**src/rtl/fbpa_pkg.sv**
```systemverilog
// Shared types, codes and defaults for the fixed block pool allocator.
// No dependencies; every rtl file imports this package.
package fbpa_pkg;

    // Default sizing of the pool
    localparam int unsigned MAX_BLOCKS_DEF   = 1024;
    localparam int unsigned ALIGN_BYTES_DEF  = 16;
    localparam int unsigned HEADER_BYTES_DEF = 32;

    // Field widths fixed by the interface
    localparam int unsigned INDEX_W   = 10;
    localparam int unsigned REQ_W     = 17;
    localparam int unsigned BPN_W     = 11;
    localparam int unsigned OFFSET_W  = 32;
    localparam int unsigned INUSE_W   = 11;
    localparam int unsigned CFG_IDX_W = 2;
    localparam int unsigned CFG_DAT_W = REQ_W;

    // Configuration register indexes
    localparam logic [CFG_IDX_W-1:0] CFG_REQ_BYTES = 2'd0;
    localparam logic [CFG_IDX_W-1:0] CFG_BPN       = 2'd1;
    localparam logic [CFG_IDX_W-1:0] CFG_ALLOW     = 2'd2;

    // Reset values of the configuration registers
    localparam logic [REQ_W-1:0] REQ_RESET   = 17'd64;
    localparam logic [BPN_W-1:0] BPN_RESET   = 11'd64;
    localparam logic             ALLOW_RESET = 1'b1;

    // Request modes
    localparam logic MODE_ALLOC = 1'b0;
    localparam logic MODE_FREE  = 1'b1;

    // Result status codes
    localparam logic [1:0] STAT_ALLOCATED = 2'd0;
    localparam logic [1:0] STAT_FREED     = 2'd1;
    localparam logic [1:0] STAT_EXHAUSTED = 2'd2;
    localparam logic [1:0] STAT_INVALID   = 2'd3;

    typedef struct packed {
        logic               mode;
        logic [INDEX_W-1:0] block_index;
    } t_in_item;

    typedef struct packed {
        logic [1:0]          status;
        logic [INDEX_W-1:0]  granted_index;
        logic [OFFSET_W-1:0] byte_offset;
        logic                new_node;
        logic [INUSE_W-1:0]  blocks_in_use;
    } t_out_item;

    // Blocks opened by one node: zero counts as one, capped at the pool size
    function automatic logic [31:0] f_node_size(input logic [BPN_W-1:0] bpn,
                                                input logic [31:0] max_blocks);
        logic [31:0] n;
        n = (bpn == '0) ? 32'd1 : 32'(bpn);
        return (n > max_blocks) ? max_blocks : n;
    endfunction

endpackage

```
**src/rtl/fbpa_stride.sv**
```systemverilog
// Holds the requested block size and derives the block stride from it.
// Three-stage reciprocal pipeline for the alignment round-up; uses fbpa_pkg.
module fbpa_stride #(
    parameter int unsigned ALIGN_BYTES  = fbpa_pkg::ALIGN_BYTES_DEF,
    parameter int unsigned HEADER_BYTES = fbpa_pkg::HEADER_BYTES_DEF,
    parameter int unsigned SW           = 19
) (
    input  logic                      i_clk,
    input  logic                      i_rst_n,
    input  logic                      i_wr_en,
    input  logic [fbpa_pkg::REQ_W-1:0] i_wr_data,
    output logic [SW-1:0]             o_stride,
    output logic                      o_busy
);
    import fbpa_pkg::*;

    // x = req + ALIGN - 1 always stays below 2^XW
    localparam int unsigned XW    = $clog2((2 ** REQ_W) + ALIGN_BYTES);
    localparam int unsigned S     = XW;
    localparam int unsigned PW    = XW + S + 1;
    localparam logic [S:0]  RECIP = (S + 1)'((2 ** S) / ALIGN_BYTES);

    logic [REQ_W-1:0] r_req;
    logic [PW-1:0]    r_prod;
    logic [XW-1:0]    r_qa;
    logic [SW-1:0]    r_stride;
    logic [1:0]       r_busy_cnt;

    logic [XW-1:0]    w_x;
    logic [XW:0]      w_q_est;
    logic [XW-1:0]    w_rem;
    logic [XW-1:0]    w_qa_fix;

    assign w_x     = XW'(r_req) + XW'(ALIGN_BYTES - 1);
    assign w_q_est = r_prod[PW-1:S];
    assign w_rem   = w_x - r_qa;
    // The estimate is low by at most one quotient step
    assign w_qa_fix = (w_rem >= XW'(ALIGN_BYTES)) ? (r_qa + XW'(ALIGN_BYTES)) : r_qa;

    // Hold the size register and count down the settle time after a write
    always_ff @(posedge i_clk) begin
        if (!i_rst_n) begin
            r_req      <= REQ_RESET;
            r_busy_cnt <= 2'd3;
        end else if (i_wr_en) begin
            r_req      <= i_wr_data;
            r_busy_cnt <= 2'd3;
        end else if (r_busy_cnt != 2'd0) begin
            r_busy_cnt <= r_busy_cnt - 2'd1;
        end
    end

    // Advance the round-up pipeline
    always_ff @(posedge i_clk) begin
        r_prod   <= PW'(w_x) * PW'(RECIP);
        r_qa     <= XW'(w_q_est * (XW + 1)'(ALIGN_BYTES));
        r_stride <= SW'(w_qa_fix) + SW'(HEADER_BYTES);
    end

    assign o_stride = r_stride;
    assign o_busy   = (r_busy_cnt != 2'd0);

endmodule

```
**config.mk**
```make
export PLATFORM = sky130hd
export DESIGN_NAME = fbpa_stride
export DESIGN_NICKNAME = d
export VERILOG_FILES = /design/src/rtl/fbpa_pkg.sv /design/src/rtl/fbpa_stride.sv
export SDC_FILE = /design/constraint.sdc
export NUM_CORES = 1
export LEC_CHECK = 0
export BUFFER_PORTS_ARGS = -buffer_cell sky130_fd_sc_hd__buf_4
export CAP_MARGIN = 20
export CELL_PAD_IN_SITES_DETAIL_PLACEMENT = 0
export CELL_PAD_IN_SITES_GLOBAL_PLACEMENT = 1
export CORE_UTILIZATION = 44
export CTS_CLUSTER_SIZE = 28
export DETAILED_ROUTE_END_ITERATION = 8
export GPL_TIMING_DRIVEN = 0
export PLACE_DENSITY_LB_ADDON = 0.1
export SYNTH_ARGS = -nofsm -noshare
export SYNTH_HDL_FRONTEND = slang
export SYNTH_SLANG_ARGS = --single-unit
```
**constraint.sdc**
```tcl
create_clock -name i_clk -period 5.3 [get_ports i_clk]
set_clock_uncertainty 0.1 [all_clocks]
set_input_delay 0.265 -clock i_clk [delete_from_list [all_inputs] [get_ports i_clk]]
set_output_delay 0.265 -clock i_clk [all_outputs]
set_load 0.02 [all_outputs]
```
Word-level counts from Yosys, hierarchy flattened
Index checks and enable logic that the tools add are counted.
Storage, ports and cells
  bits in registers: 70
  word-level logic and storage cells: 15
  output and inout bits: 20
Cells by class
  add/sub/neg operators: 5
  $lt $le $gt $ge: 1
  reduce and logical (&&, ||, !) cells: 2
  muxes and demuxes: 1
  bitwise logic cells: 1
Operator list (number)
  $add 18x6->19 const B: 1
  $add 17x4->18 const B: 1
  $add 18x5->18 const B: 1
  $ge 18x5->1 const B: 1
  $mux 18: 1
  $sub 18x18->18: 1
  $reduce_bool 2->1: 1
  $reduce_or 2->1: 1
  $sub 2x1->2 const B: 1
  $not 1->1: 1

Logic depth before layout (Yosys ltp)
Gate-level depths: netlist (run 1).
  depth after elaboration: 5
  mapped depth: 21

Worst setup path before layout (run 1)
Ideal clock, no wire load.
  path type: register -> register
  start point: reg r_req[7]
  end point: reg r_stride[17] (netlist: o_stride[17])
  period minus slack after synthesis: 4.586 ns
  arrival: 4.390 ns
  path buffers: 1
  library setup time: 0.095 ns
  slack: 0.714 ns
  data required time: 5.105 ns
  stages on the path, launching flop included: 20
  path through: dfxtp_1 and2_1 nand4_1 nor3_1 nand3_1 xnor2_1 ha_1 and4_1 nand2_1 a21oi_1 mux2_4 nor4_2 or4b_1 buf_6 nand2_1 xnor2_1 ha_1 o221ai_2 or3_1 o311ai_1
On the way
  word-level cells in the longest chain between the ends: 5
RTL lines
  start, declared: RTL line fbpa_stride.sv:23  | logic [REQ_W-1:0] r_req;
  start signal, assigned: RTL line fbpa_stride.sv:46  | r_req <= i_wr_data;
  $add 17x4->18: RTL line fbpa_stride.sv:34  | assign w_x = XW'(r_req) + XW'(ALIGN_BYTES - 1);
  net w_x[14]: RTL line fbpa_stride.sv:29  | logic [XW-1:0] w_x;
  $sub 18x18->18: RTL line fbpa_stride.sv:36  | assign w_rem = w_x - r_qa;
  $ge 18x5->1: RTL line fbpa_stride.sv:38  | assign w_qa_fix = (w_rem >= XW'(ALIGN_BYTES)) ? (r_qa + XW'(ALIGN_BYTES)) : r_qa;
  $mux 18: RTL line fbpa_stride.sv:38
  $add 18x6->19: RTL line fbpa_stride.sv:57  | r_stride <= SW'(w_qa_fix) + SW'(HEADER_BYTES);
  end signal, assigned: RTL line fbpa_stride.sv:57
  end, declared: RTL line fbpa_stride.sv:26  | logic [SW-1:0] r_stride;
The timed path passes the listed nets, and every way through them passes these cells.
A chain may end at the register's enable or synchronous reset.

Worst setup path after layout (run 1)
  start point: reg r_req[3]
  end point: reg r_stride[17] (netlist: o_stride[17])
The elaborated chain is that of the path after synthesis.

==> impl_metrics.toml, run 1 <==
[routing]
wl_per_cell_microns = 13.06
drc = 0
dr_total_vias = 2626
firstDrtPassIters = 4
routed_wl_microns = 6789
drtIter0Drc = 106
ant_nets = 0
viasPerCell = 5.050

[cts]
htreeDepth = 3
cts_tree = "done"
cts_max_path_buffers = 2
cts_buffers = 9
path_clk_slew_ns = 0.07
insertion_delay_ns = 0.34
cts.sinks = 62
cts_root_buf = "clkbuf_8"

[timing]
hold_viol = 0
min_period_ns = 5.040
rsz0062_at_grt = "no"
min_period_over_period = 0.9510
tightest_slew_ns = 0.7367
slew_headroom = 0.5076
setup_tns_ns = 0
slew_viol_final = 0
fmax_mhz = 198.4
finalSetupViolCount = 0

[floorplanning]
die_y_microns = 89.27
ios = 40
std_cell_rows = 31
die_x_microns = 89.27
core_area_sq_um = 7292
start_util = 0.4595
dieArea_sq_um = 7968

[placement]
dp_hpwl_microns = 5187
gp_congestion = 0.8215
io_buffers = 34

[power_and_ir_drop]
p_leak_uw = 0.001679
ir_drop_mv = 0.1231
p_per_area_nw_per_um2 = 306.5
total_power_uw = 1241

[synthesis]
synth_edf_count = 0
synthCells = 364
synth_area_sq_um = 3351
synthMostInstantiatedCell = "dfxtp_1"
ys_async_sr_fraction = 0
synth_area_leaders = "dfxtp_1 (37%), xnor2_1 (6.8%), ha_1 (6.0%), mux2i_1 (5.7%), nor2b_1 (4.5%)"
seq_area_frac_synth = 0.3704
synth-seq-cells = 62
postSynthAreaPerCell_sq_um = 9.205
synth_top_area_frac = 0.3704
ys_warn_count = 0
synth_flop_cell = "dfxtp_1"
synth.distinct_cells = 62
synth_common_cells = "dfxtp_1 (62), nand2_1 (30), xnor2_1 (26)"
synth_area_leader_cell = "dfxtp_1"

[setup_path]
crit_required_ns = 5.45
cp_max_fo = 10
cp-start-kind = "register"
critical_path_class = "register to register"
arrival_ns = 5.19
end_kind = "register"

[global_routing]
grt_pass1_wl_microns = 11120
grt_usage = 0.1870
grt-ovfl-total = 0
grt_pass1_vias = 2391
grt_antenna_before_repair = 0
grt_max_degree = 12

[layout]
syn_to_final_growth_pct = 20.87
seqCellArea_sq_um = 1242
nets = 453
diodes = 0
multi_input_area_sq_um = 2038
layout-drive-gt1-share = 0.2162
nFillCells = 726

[outcome]
status = "finished clean"

[worst_hold_path]
hold_path.class = "input port to register"

[flow_run]
max_cap_viol_count = 0
[routing by layer]
metal  GRT usage  part of all wire  up-vias
met1      0.2402              0.49     1189
met3     0.03786             0.030        4
li1            -                 -     1385
met2      0.3005              0.48       48
met5           0                 0        -
met4     0.08947            0.0078        0
[area by class of cell]
type | count | share of cell area
buffer | 15 | 0.02193
clock buffer | 9 | 0.03058
clock inverter | 7 | 0.01606
inverter | 22 | 0.02039
multi-input combinational | 268 | 0.5032
sequential | 62 | 0.3068
tap | 99 | 0.03058
timing repair buffer | 38 | 0.07044
[kinds of logic (layout without fill, tap and decap cells)]
kind of cell | count (synthesis) | in the layout | synth area share
adder cells (fa/ha/maj) | 17 | 17 | 0.06572
XOR/XNOR | 35 | 35 | 0.09149
buffers and inverters | 37 | 91 | 0.05116
other | 1 | 4 | 0.001119
AO/OA/AOI/OAI | 61 | 61 | 0.1370
multiplexers | 21 | 21 | 0.06460
flip-flops | 62 | 62 | 0.3704
AND/OR/NAND/NOR | 130 | 130 | 0.2184
[cell usage in the layout, fill, tap and decap left out, drive strengths merged, types with 15 or more instances in the layout]
cell type and n:
dfxtp 62, buf 46, nand2 30, xnor2 26, nor2b 24, inv 22
a21oi 20, mux2i 19, nor2 16, ha 16, clkbuf 16, nand3 15
[final timing paths]
path | startpoint | end | cells after the start | slack [ns]
worst max-delay path | r_req[3] | o_stride[17] | 20 | 0.26
worst min-delay path | i_wr_data[6] | r_req[6] | 3 | 0.04
worst max register to register | r_req[3] | o_stride[17] | 20 | 0.26
worst min register to register | r_prod[22] | r_qa[8] | 0 | 0.22
[repair_timing]
action,4_1_cts,5_1_grt
pin swaps,0,3
buffers inserted,0,4
setup endpoints to repair,1,6
gates resized for setup,1,19
hold buffers,0,0
[where the power goes]
part / switching, uW / internal [uW] / leakage, uW / total (uW)
Combinational: 170 / 141 / 0.00107 / 311
Sequential: 23.7 / 506 / 0.000513 / 530
Clock: 187 / 213 / 0.0000948 / 401
[worst max-delay path: stages (launching register included)]
cell      delay (ns)
dfxtp_1         0.33
nor4_4          0.38
buf_4           0.20
nor3_4          0.04
buf_4           0.15
xor2_2          0.15
ha_1            0.28
buf_2           0.19
and4_4          0.26
nand2_1         0.06
a21oi_1         0.20
mux2_4          0.33
nor4_4          0.33
or4b_4          0.52
buf_6           0.17
nand2_1         0.08
xnor2_1         0.12
ha_2            0.25
o221ai_2        0.16
or3_1           0.43
o311ai_1        0.22
[registers in the layout, indices dropped and copies added (netlist names)]
signal and flops:
r_busy_cnt 2, r_qa 14, r_req 17, o_stride 15, r_prod 14
[metrics by stage]
stage | hold slack, ns | setup slack, ns | util | instances | area, sq um
6_report | 0.04232 | 0.2598 | 0.5554 | 520 | 4050
5_1_grt | 0.03634 | 0.01881 | 0.5554 | 520 | 4050
4_1_cts | 0.02592 | 0.06086 | 0.5396 | 516 | 3935
3_5_place_dp | 0.2121 | 0.04215 | 0.5130 | 500 | 3741
3_3_place_gp | 0.2096 | 0.06349 | 0.5130 | 500 | 3741
2_1_floorplan | 0.2096 | 0.7142 | - | 367 | 3362
Note: power is estimated with default switching activity, not from simulation.
==> inputs of run 2 (changes only) <==
Settings changed: GPL_ROUTABILITY_DRIVEN set to 0, PLACE_DENSITY set to 0.78, PLACE_DENSITY_LB_ADDON 0.1 to unset.
==> run 2 against run 1 <==
Against the previous run:
- sequential power is essentially flat
- via count grew 1.4%
- non-clock buffer count shrank 1
- combinational power shrank 2%
- setup slack gained 0.077 ns
- die area is the same
- final cell count shrank 0.19%
- largest cell class unchanged
==> impl_metrics.toml, run 2 (synthesized netlist as in run 1, its figures left out) <==
[cts]
cts.sinks = 62
path_clk_slew_ns = 0.07
htreeDepth = 3
insertion_delay_ns = 0.34
cts_buffers = 9
hold_buffers = 0
cts_tree = "done"
cts_max_path_buffers = 2
cts_root_buf = "clkbuf_8"

[layout]
largest_register_ffs = 17
layout-drive-gt1-share = 0.2024
final_common_cell = "dfxtp_1"
syn_to_final_growth_pct = 20.57
nFillCells = 716
diodes = 0
final_cell_mix = "dfxtp_1 (60), buf_4 (41), nand2_1 (30), xnor2_1 (25), nor2b_1 (24)"
nets = 452
final_util = 0.5540
largest_register = "r_req"

[power_and_ir_drop]
p_per_area_nw_per_um2 = 319.8
total_power_uw = 1292
ir_drop_mv = 0.1410
p_leak_uw = 0.001676

[timing]
fmax_mhz = 201.5
slew_viol_final = 0
slew_headroom = 0.5071
worst_slack_ns = 0.3364
rsz0062_at_grt = "yes"
tightest_slew_ns = 0.7375
hold_viol = 0
setup_tns_ns = 0
min_period_over_period = 0.9365
finalSetupViolCount = 0
min_period_ns = 4.964

[setup_path]
arrival_ns = 5.13
end_kind = "register"
crit_required_ns = 5.47
cp-start-kind = "register"
cp_max_fo = 6
critical_path_class = "register to register"
reg2reg_slack_ns = 0.34

[floorplanning]
std_cell_rows = 31
ios = 40
dieArea_sq_um = 7968
die_y_microns = 89.27
core_area_sq_um = 7292
die_x_microns = 89.27
start_util = 0.4595

[placement]
dp_hpwl_microns = 5164
pre_cts_ws_ns = 0.04870
io_buffers = 34

[global_routing]
grt-ovfl-total = 0
grt_pass1_wl_microns = 11160
grt_pass1_vias = 2445
grt_usage = 0.1881
grt_max_degree = 13
grt_antenna_before_repair = 0

[routing]
dr_total_vias = 2664
routed_wl_microns = 6679
ant_nets = 0
wl_per_cell_microns = 12.87
viasPerCell = 5.133
drc = 0
drtIter0Drc = 96
firstDrtPassIters = 4

[outcome]
status = "finished clean"

[worst_hold_path]
hold_path.class = "input port to register"

[flow_run]
max_cap_viol_count = 0
==> run 2: worst max-delay path, cell delays in order (launching register included) <==
cell and delay, ns:
dfxtp_1 0.34, nor4_4 0.39, nor2b_1 0.12, xor2_1 0.25, inv_1 0.10, fa_1 0.47
nor2b_1 0.13, o2111ai_1 0.17, a21oi_2 0.22, mux2_4 0.34, nor4_4 0.33, nor4b_2 0.67
mux2_2 0.43, o2bb2ai_1 0.21, or4b_1 0.50, a21oi_1 0.13
==> run 2: power by group <==
part	total, uW	internal [uW]	leakage [uW]	switching, uW
combinational	306	137	0.00106	168
clock	457	266	0.000106	191
sequential	530	506	0.000513	23.6
total	1290	909	0.00168	383
==> run 2: path summary, 6_finish.rpt <==
check / cells after the start / to / startpoint
hold / removal: 3 / r_req[6] / i_wr_data[6]
setup reg to reg: 15 / o_stride[12] / r_req[3]
setup / recovery: 15 / o_stride[12] / r_req[3]
hold reg to reg: 0 / r_qa[16] / r_prod[30]
==> run 2: stage by stage <==
step / cell area [sq um] / hold WS [ns] / std cells
4_1_cts: 3963 / 0.02615 / 516
2_1_floorplan: 3362 / 0.2096 / 367
3_5_place_dp: 3741 / 0.2121 / 500
3_3_place_gp: 3741 / 0.2098 / 500
5_1_grt: 4040 / 0.02655 / 519
6_report: 4040 / 0.04334 / 519
==> run 2: area by class of cell <==
class                           instances  area [sq um]  share of cell area
Buffer                                 15         88.84             0.02199
Clock buffer                            9         123.9             0.03066
Clock inverter                          7         97.59             0.02416
Inverter                               22         82.58             0.02044
Multi-Input combinational cell        268          2002              0.4955
Sequential cell                        62          1244              0.3078
Tap cell                               99         123.9             0.03066
Timing Repair Buffer                   37         277.8             0.06875
==> run 2: routing by layer <==
layer  global-route usage  share of wire  up-vias  routed length [microns]
li1                     -              -     1393                        -
met1               0.2387           0.48     1193                     3186
met2               0.2942           0.45       64                     3032
met3              0.03970          0.037       14                      250
met4               0.1126          0.031        0                      208
met5                    0              0        -                        0
==> run 2: timing repair <==
item	in CTS	in global routing
endpoints found under the setup margin	0	9
setup buffers	0	3
gates resized for setup	0	13
